**src/hw/rtl/tecs_pkg.sv**
```systemverilog
// ----------------------------------------------------------------------------
// tecs_pkg: shared definitions for the typed element convert stage
// Conversion mode codes and binary32/binary16 field constants.
// ----------------------------------------------------------------------------
package tecs_pkg;

  // conversion selected per transaction
  typedef enum logic [1:0] {
    MODE_NARROW  = 2'd0,  // binary32 -> binary16, round to nearest even
    MODE_WIDEN   = 2'd1,  // binary16 -> binary32, exact
    MODE_QUANT   = 2'd2,  // binary32 * inverse scale -> s8
    MODE_DEQUANT = 2'd3   // (s8 - zero point) * scale -> binary32
  } mode_t;

  localparam logic [7:0]  F32_EXP_MAX    = 8'hff;
  localparam logic [31:0] F32_QNAN_DFLT  = 32'hffc0_0000;
  localparam logic [31:0] F32_QUIET_BIT  = 32'h0040_0000;
  localparam logic [30:0] F32_INF_MAG    = 31'h7f80_0000;
  localparam logic [14:0] F16_INF_MAG    = 15'h7c00;
  localparam logic [14:0] F16_QNAN_MAG   = 15'h7e00;
  localparam logic [7:0]  S8_MAX         = 8'h7f;
  localparam logic [7:0]  S8_MIN         = 8'h80;
  // exponent that a small integer operand gets when its magnitude sits
  // in the low bits of a 24-bit significand
  localparam logic [7:0]  INT_EXP        = 8'd150;

endpackage

```
**src/hw/rtl/typed_element_convert_stage_unit.sv**
```systemverilog
// ----------------------------------------------------------------------------
// typed_element_convert_stage_unit: per-element type conversion pipeline
// Six register stages: unpack/convert, multiply, leading-zero count,
// align, round, quantize/output.
// ----------------------------------------------------------------------------
// Each transaction carries one element and a mode: binary32 to binary16
// (round to nearest even), binary16 to binary32, quantize binary32 to s8
// (one binary32 product with the inverse scale, rounded to nearest even and
// saturated, NaN gives 0), or dequantize s8 ((byte - zero point) * scale as
// one binary32 multiply). A new transaction is taken every cycle while the
// output is not stalled; each result passes through every stage register. The
// whole pipeline holds while the output is stalled, so src_stall follows
// dst_stall whenever a result is waiting at the output register. Quantize and
// dequantize share one 24x24 significand multiplier in stage two.
module typed_element_convert_stage_unit (
  input  logic              clk,
  input  logic              rst,
  input  logic              src_valid,
  output logic              src_stall,
  input  logic [1:0]        mode,
  input  logic [31:0]       value_bits,
  input  logic [31:0]       scale_value,
  input  logic signed [7:0] zero_point,
  output logic              dst_valid,
  input  logic              dst_stall,
  output logic [31:0]       result_bits
);
  import tecs_pkg::*;

  logic adv;
  assign adv       = !(dst_valid && dst_stall);
  assign src_stall = !adv;

  // ---------------- stage 1: unpack operands, direct conversions -----------
  logic        v1;
  logic        q1;          // quantize item
  logic        alt1;        // result already known
  logic [31:0] alt_bits1;
  logic        s1;
  logic [7:0]  ea1, eb1;
  logic [23:0] ma1, mb1;

  logic [31:0] narrow_res, widen_res, spec_bits, alt_bits_next;
  logic        spec, alt_next, sa, sb;
  logic [7:0]  ea, eb;
  logic [23:0] ma, mb;
  logic        a_nan, a_inf, a_zero, b_nan, b_inf, b_zero;
  logic [8:0]  dq_diff;
  logic [7:0]  dq_mag;

  // binary32 -> binary16
  always_comb begin
    logic        ns;
    logic [7:0]  nex;
    logic [22:0] nman;
    logic [14:0] h;
    logic        up;
    logic [23:0] full;
    logic [6:0]  shift;
    logic [48:0] ext;
    ns   = value_bits[31];
    nex  = value_bits[30:23];
    nman = value_bits[22:0];
    h    = '0;
    up   = 1'b0;
    full = '0;
    shift = '0;
    ext  = '0;
    if (nex == F32_EXP_MAX) begin
      h = (nman != '0) ? (F16_QNAN_MAG | {5'd0, nman[22:13]}) : F16_INF_MAG;
    end else if (nex >= 8'd143) begin
      h = F16_INF_MAG;
    end else if (nex >= 8'd113) begin
      h  = {5'(nex - 8'd112), nman[22:13]};
      up = nman[12] && ((nman[11:0] != '0) || h[0]);
      h  = h + 15'(up);
    end else begin
      // binary16 subnormal or zero
      full  = {(nex != '0), nman};
      shift = 7'(8'd126 - nex);
      if (shift < 7'd25) begin
        ext = {full, 25'd0} >> shift[4:0];
        up  = ext[24] && ((ext[23:0] != '0) || ext[25]);
        h   = 15'(ext[48:25]) + 15'(up);
      end
    end
    narrow_res = {16'd0, ns, h};
  end

  // binary16 -> binary32
  always_comb begin
    logic        ws;
    logic [4:0]  wex;
    logic [9:0]  wman;
    logic [3:0]  lz;
    logic [10:0] sh;
    ws   = value_bits[15];
    wex  = value_bits[14:10];
    wman = value_bits[9:0];
    lz   = 4'd9;
    for (int i = 0; i < 10; i++) begin
      if (wman[i]) lz = 4'(9 - i);
    end
    sh = {1'b0, wman} << (lz + 4'd1);
    if (wex == 5'h1f) begin
      widen_res = (wman != '0) ? ({ws, 31'h7fc0_0000} | {9'd0, wman, 13'd0})
                               : {ws, F32_INF_MAG};
    end else if (wex == '0) begin
      widen_res = (wman == '0) ? {ws, 31'd0}
                               : {ws, 8'(8'd112 - {4'd0, lz}), sh[9:0], 13'd0};
    end else begin
      widen_res = {ws, 8'({3'd0, wex} + 8'd112), wman, 13'd0};
    end
  end

  // multiplier operands
  always_comb begin
    dq_diff = 9'($signed({value_bits[7], value_bits[7:0]})
                 - $signed({zero_point[7], zero_point}));
    dq_mag  = dq_diff[8] ? 8'(-dq_diff) : dq_diff[7:0];
    if (mode_t'(mode) == MODE_DEQUANT) begin
      sa     = dq_diff[8];
      ea     = INT_EXP;
      ma     = {16'd0, dq_mag};
      a_nan  = 1'b0;
      a_inf  = 1'b0;
      a_zero = (dq_mag == '0);
    end else begin
      sa     = value_bits[31];
      ea     = (value_bits[30:23] == '0) ? 8'd1 : value_bits[30:23];
      ma     = {(value_bits[30:23] != '0), value_bits[22:0]};
      a_nan  = (value_bits[30:23] == F32_EXP_MAX) && (value_bits[22:0] != '0);
      a_inf  = (value_bits[30:23] == F32_EXP_MAX) && (value_bits[22:0] == '0);
      a_zero = (value_bits[30:0] == '0);
    end
    sb     = scale_value[31];
    eb     = (scale_value[30:23] == '0) ? 8'd1 : scale_value[30:23];
    mb     = {(scale_value[30:23] != '0), scale_value[22:0]};
    b_nan  = (scale_value[30:23] == F32_EXP_MAX) && (scale_value[22:0] != '0);
    b_inf  = (scale_value[30:23] == F32_EXP_MAX) && (scale_value[22:0] == '0);
    b_zero = (scale_value[30:0] == '0);
  end

  // product special cases, first operand NaN wins
  always_comb begin
    spec = 1'b1;
    if (a_nan) begin
      spec_bits = value_bits | F32_QUIET_BIT;
    end else if (b_nan) begin
      spec_bits = scale_value | F32_QUIET_BIT;
    end else if ((a_inf && b_zero) || (a_zero && b_inf)) begin
      spec_bits = F32_QNAN_DFLT;
    end else if (a_inf || b_inf) begin
      spec_bits = {sa ^ sb, F32_INF_MAG};
    end else if (a_zero || b_zero) begin
      spec_bits = {sa ^ sb, 31'd0};
    end else begin
      spec      = 1'b0;
      spec_bits = '0;
    end
  end

  always_comb begin
    unique case (mode_t'(mode))
      MODE_NARROW: begin
        alt_next      = 1'b1;
        alt_bits_next = narrow_res;
      end
      MODE_WIDEN: begin
        alt_next      = 1'b1;
        alt_bits_next = widen_res;
      end
      default: begin
        alt_next      = spec;
        alt_bits_next = spec_bits;
      end
    endcase
  end

  always_ff @(posedge clk) begin
    if (rst) begin
      v1 <= 1'b0;
    end else if (adv) begin
      v1 <= src_valid;
    end
    if (adv) begin
      q1        <= (mode_t'(mode) == MODE_QUANT);
      alt1      <= alt_next;
      alt_bits1 <= alt_bits_next;
      s1        <= sa ^ sb;
      ea1       <= ea;
      eb1       <= eb;
      ma1       <= ma;
      mb1       <= mb;
    end
  end

  // ---------------- stage 2: significand multiply --------------------------
  logic        v2, q2, alt2, s2;
  logic [31:0] alt_bits2;
  logic [47:0] p2;
  logic [8:0]  esum2;

  always_ff @(posedge clk) begin
    if (rst) begin
      v2 <= 1'b0;
    end else if (adv) begin
      v2 <= v1;
    end
    if (adv) begin
      q2        <= q1;
      alt2      <= alt1;
      alt_bits2 <= alt_bits1;
      s2        <= s1;
      p2        <= ma1 * mb1;
      esum2     <= {1'b0, ea1} + {1'b0, eb1};
    end
  end

  // ---------------- stage 3: leading-zero count, exponent ------------------
  logic        v3, q3, alt3, s3;
  logic [31:0] alt_bits3;
  logic [47:0] p3;
  logic [5:0]  lz3;
  logic signed [10:0] e3;
  logic [5:0]  lz_next;

  always_comb begin
    lz_next = 6'd47;
    for (int i = 0; i < 48; i++) begin
      if (p2[i]) lz_next = 6'(47 - i);
    end
  end

  always_ff @(posedge clk) begin
    if (rst) begin
      v3 <= 1'b0;
    end else if (adv) begin
      v3 <= v2;
    end
    if (adv) begin
      q3        <= q2;
      alt3      <= alt2;
      alt_bits3 <= alt_bits2;
      s3        <= s2;
      p3        <= p2;
      lz3       <= lz_next;
      e3        <= $signed({2'b0, esum2}) - 11'sd126 - $signed({5'd0, lz_next});
    end
  end

  // ---------------- stage 4: normalize / denormalize shift -----------------
  logic        v4, q4, alt4, s4, sticky4;
  logic [31:0] alt_bits4;
  logic [47:0] n4;
  logic [9:0]  expf4;

  logic [5:0]  shl;
  logic [5:0]  shr;
  logic [95:0] ext4;
  always_comb begin
    logic signed [10:0] r;
    logic signed [10:0] net;
    r   = 11'sd1 - e3;
    net = $signed({5'd0, lz3}) - r;
    if (e3 >= 11'sd1) begin
      shl = lz3;
      shr = '0;
    end else if (net >= 11'sd0) begin
      shl = net[5:0];
      shr = '0;
    end else begin
      shl = '0;
      shr = (-net > 11'sd63) ? 6'd63 : 6'(-net);
    end
    ext4 = {p3 << shl, 48'd0} >> shr;
  end

  always_ff @(posedge clk) begin
    if (rst) begin
      v4 <= 1'b0;
    end else if (adv) begin
      v4 <= v3;
    end
    if (adv) begin
      q4        <= q3;
      alt4      <= alt3;
      alt_bits4 <= alt_bits3;
      s4        <= s3;
      n4        <= ext4[95:48];
      sticky4   <= (ext4[47:0] != '0);
      expf4     <= (e3 >= 11'sd1) ? e3[9:0] : 10'd0;
    end
  end

  // ---------------- stage 5: round and pack binary32 -----------------------
  logic        v5, q5;
  logic [31:0] f5;
  logic [31:0] f_next;

  always_comb begin
    logic        up;
    logic [32:0] sum;
    up  = n4[23] && (n4[24] || (n4[22:0] != '0) || sticky4);
    sum = {expf4, n4[46:24]} + 33'(up);
    if (alt4) begin
      f_next = alt_bits4;
    end else if (sum[32:23] >= 10'd255) begin
      f_next = {s4, F32_INF_MAG};
    end else begin
      f_next = {s4, sum[30:0]};
    end
  end

  always_ff @(posedge clk) begin
    if (rst) begin
      v5 <= 1'b0;
    end else if (adv) begin
      v5 <= v4;
    end
    if (adv) begin
      q5 <= q4;
      f5 <= f_next;
    end
  end

  // ---------------- stage 6: quantize, output register ---------------------
  logic [7:0] q_byte;
  always_comb begin
    logic [7:0]  fe;
    logic [23:0] fm;
    logic [4:0]  sh;
    logic [47:0] ext;
    logic [8:0]  mag;
    logic        up;
    fe  = f5[30:23];
    fm  = {1'b1, f5[22:0]};
    sh  = '0;
    ext = '0;
    mag = '0;
    up  = 1'b0;
    if (fe == F32_EXP_MAX && f5[22:0] != '0) begin
      q_byte = '0;
    end else if (fe >= 8'd135) begin
      q_byte = f5[31] ? S8_MIN : S8_MAX;
    end else begin
      if (fe >= 8'd126) begin
        sh  = 5'(8'd150 - fe);
        ext = {fm, 24'd0} >> sh;
        up  = ext[23] && ((ext[22:0] != '0) || ext[24]);
        mag = ext[32:24] + 9'(up);
      end
      if (f5[31]) begin
        q_byte = (mag >= 9'd128) ? S8_MIN : 8'(-mag);
      end else begin
        q_byte = (mag >= 9'd127) ? S8_MAX : mag[7:0];
      end
    end
  end

  always_ff @(posedge clk) begin
    if (rst) begin
      dst_valid <= 1'b0;
    end else if (adv) begin
      dst_valid <= v5;
    end
    if (adv) begin
      result_bits <= q5 ? {24'd0, q_byte} : f5;
    end
  end

endmodule

```
**config.mk**
```make
export PLATFORM = sky130hd
export DESIGN_NAME = typed_element_convert_stage_unit
export DESIGN_NICKNAME = d
export VERILOG_FILES = /design/src/hw/rtl/tecs_pkg.sv /design/src/hw/rtl/typed_element_convert_stage_unit.sv
export SDC_FILE = /design/constraint.sdc
export NUM_CORES = 2
export LEC_CHECK = 0
export BUFFER_PORTS_ARGS = -buffer_cell sky130_fd_sc_hd__buf_2
export CORE_UTILIZATION = 65
export DETAILED_ROUTE_END_ITERATION = 10
export HOLD_SLACK_MARGIN = 0.06
export PLACE_DENSITY = 0.91
export SETUP_SLACK_MARGIN = 0.5
export SLEW_MARGIN = 20
export SYNTH_ARGS = -nofsm -noshare
export SYNTH_HDL_FRONTEND = slang
export SYNTH_SLANG_ARGS = --single-unit
```
**constraint.sdc**
```tcl
create_clock -name clk -period 14.8 [get_ports clk]
set_input_delay 0.74 -clock clk [delete_from_list [all_inputs] [get_ports clk]]
set_output_delay 0.74 -clock clk [all_outputs]
set_load 0.1 [all_outputs]
```
==> results_dict.tcl <==
set metrics [dict create \
    status "finished with violations" \
    violations "design-rule violations" \
    avgRoutedWirePerCell_um 24.57 \
    synth_top_area_cell "edfxtp_1" \
    cts_tree "built" \
    yosys_warnings 0 \
    hold_violations 0 \
    rsz0062_at_grt "no" \
    final.min_clock_period_ps 9207 \
    drt-initial-drc-count 6627 \
    slowest_stage "edfxtp_1" \
    hp-class "input pin to register" \
    synthFlopType "edfxtp_1" \
    grt_pass1_vias 40381 \
    synth-edff-count 449 \
    synthToLayoutAreaGrowth_pct 5.957 \
    slew_viol_final 0 \
    ant_nets 0 \
    dr_wl_met3_mm 16.76 \
    yosysTopAreaCellShare 0.2803 \
    tns_ps 0 \
    final_nets 5895 \
    grt_pass1_wl_mm 230.3 \
    routed_wl_mm 149.7 \
    post_cts_buffers 0 \
    required_ps 15140 \
    path_clk_slew_ps 70 \
    dpl.hpwl_mm 108.8 \
    cts_repair_resize_count 0 \
    critPathMostFrequentCell "fa_1" \
    rr_endpoint "p2[47]" \
    synthesis.area_um2 48090 \
    cts_buffer_depth 3 \
    syn_inst 5146 \
    synthXorXnorAreaFrac 0.02713 \
    synthAdderAreaFrac 0.2640 \
    antenna_found_initial 1 \
    worst_setup_path_start_kind "register" \
    grt_start_max_net_pins 134 \
    cp_slowest_stage_delay_ps 940 \
    drt-met1-wl_mm 54.21 \
    setup_viol 0 \
    worstRegToRegCells 32 \
    wl_met2_mm 68.90 \
    die_y_um 274.0 \
    drc 8 \
    hold_path_end "eb1[7]" \
    via_per_inst 6.769 \
    synthMuxAreaShare 0.04173 \
    r2r_slack_ps 5590 \
    core-area_um2 73080 \
    dr.pass1.iters 11 \
    syn-num-nets 5947 \
    fin_ws_ps 5593 \
    finClkSkew_ps 42.02 \
    holdWs_ps 319.4 \
    hold_buffers 0 \
    ys_seq_elements 455 \
    path_max_fanout 24 \
    max_slew.worst_pin.slew_ps 1199 \
    rows 99 \
    place_ws_ps 5879 \
    grt_use_total 0.3971 \
    critPathArrivalTime_ps 9550 \
    ys_async_sr_fraction 0 \
    vias 41231 \
    synth_area_leaders "edfxtp_1, fa_1, ha_1" \
    dpl.cell_count 6004 \
    min_path_cells 1 \
    instances_no_fill 6091 \
    cts_root_buffer "clkbuf_16" \
    syn_area_per_cell_um2 9.346 \
    grt_overflow 0 \
    ys_seq_area_frac 0.2828 \
    top_layer_used "met4" \
    hp-start "scale_value[30]" \
    period_share 0.6221 \
    gp_congestion 1.049 \
    criticalPathCategory "register to register" \
    die-area_um2 75080 \
    diodes 0 \
    synth_common_cells "nand2_1, inv_1, fa_1" \
    clk_latency_ps 630 \
    end_kind "register" \
    h-tree-depth 2 \
    maxCapViolCount 0 \
    clock_sinks 455 \
    synth-compound-area-share 0.1449 \
    start_util 0.6581 \
    numCtsBuffers 47 \
    boundaryPins 112 \
    max_freq_ghz 0.1086 \
    drive_gt1_frac 0.07482 \
    die_w_um 274.0 \
    synthSimpleGateAreaFrac 0.1669 \
    synth_top_family_by_area "adder cells" \
    portBuffers 111 \
    relSlewSlack 0.1980 \
    synthMostInstantiatedCell "nand2_1" \
    synth_cell_types 103 \
    r2r_start "ma1[10]" \
]
sequential cells by signal, summed over array words and instances (netlist names), 32 cells and up:
name         count
p2              48
p3              48
n4              47
alt_bits1       32
alt_bits2       32
alt_bits3       32
alt_bits4       32
f5              32
result_bits     32
how the worst max path moves through the flow:
stage          startpoint         to  slack (ps)  cells after the start
6_report          ma1[10]     p2[47]        5590                     32
3_3_place_gp      ma1[10]     p2[47]        6200                     32
5_1_grt           ma1[10]     p2[47]        5200                     32
3_5_place_dp      ma1[10]     p2[47]        5880                     32
2_1_floorplan   dst_valid  src_stall        5080                      2
4_1_cts           ma1[10]     p2[47]        5800                     32
logic make-up after synthesis:
logic type	after synthesis
fa+ha+maj	723
mux	164
flops	455
xor+xnor	149
simple gates	1722
compound gates	1025
buf+inv	908
per-layer routing:
layer	global-route usage	vias up
met5	0	-
met4	0.2094	0
met3	0.07558	749
met2	0.6380	3164
met1	0.5125	19740
li1	-	17578
worst max-delay path: cells and delay by family, from the launching register on:
| family | cells | cell delay, ps |
|---|---|---|
| adder cells (fa/ha/maj) | 8 | 3800 |
| AO/OA/AOI/OAI | 15 | 3430 |
| flip-flops | 1 | 940 |
| AND/OR/NAND/NOR | 3 | 380 |
| buffers and inverters | 5 | 270 |
| XOR/XNOR | 1 | 100 |
stage by stage:
stage / util / instance area [µm²]
CTS: 0.6973 / 50960
global route: 0.6973 / 50960
floorplan: - / 48100
detailed placement: 0.6760 / 49400
finish: 0.6973 / 50960
global placement: 0.6760 / 49400
placed cells by master (no fill, tap or decap), types with 41 or more instances in the layout:
master,netlist,layout
a211oi_1,67,67
a21o_1,45,44
a21oi_1,212,210
a22oi_1,93,93
and2_1,247,247
and3_1,41,41
buf_2,25,111
buf_4,4,88
clkbuf_16,0,47
edfxtp_1,449,449
fa_1,486,486
ha_1,237,237
inv_1,607,607
mux2i_1,114,114
nand2_1,744,743
nand3_1,101,101
nor2_1,290,288
nor2b_1,58,58
nor3_1,83,82
nor4_1,47,47
o21ai_0,205,202
o22ai_1,48,48
xnor2_1,98,98
xor2_1,51,51
layout make-up:
type	instances	area [µm²]
flip-flops and latches	455	13600
clock inverters	31	336.6
clock buffers	56	1220
inverters	608	2282
repair buffers	199	1216
multi-input cells	3783	31100
well taps	959	1200
fillers	5031	22120
Power is left out: the tool's default activity adds up to more than one toggle a clock period on the data nets, which glitch-free logic cannot reach.
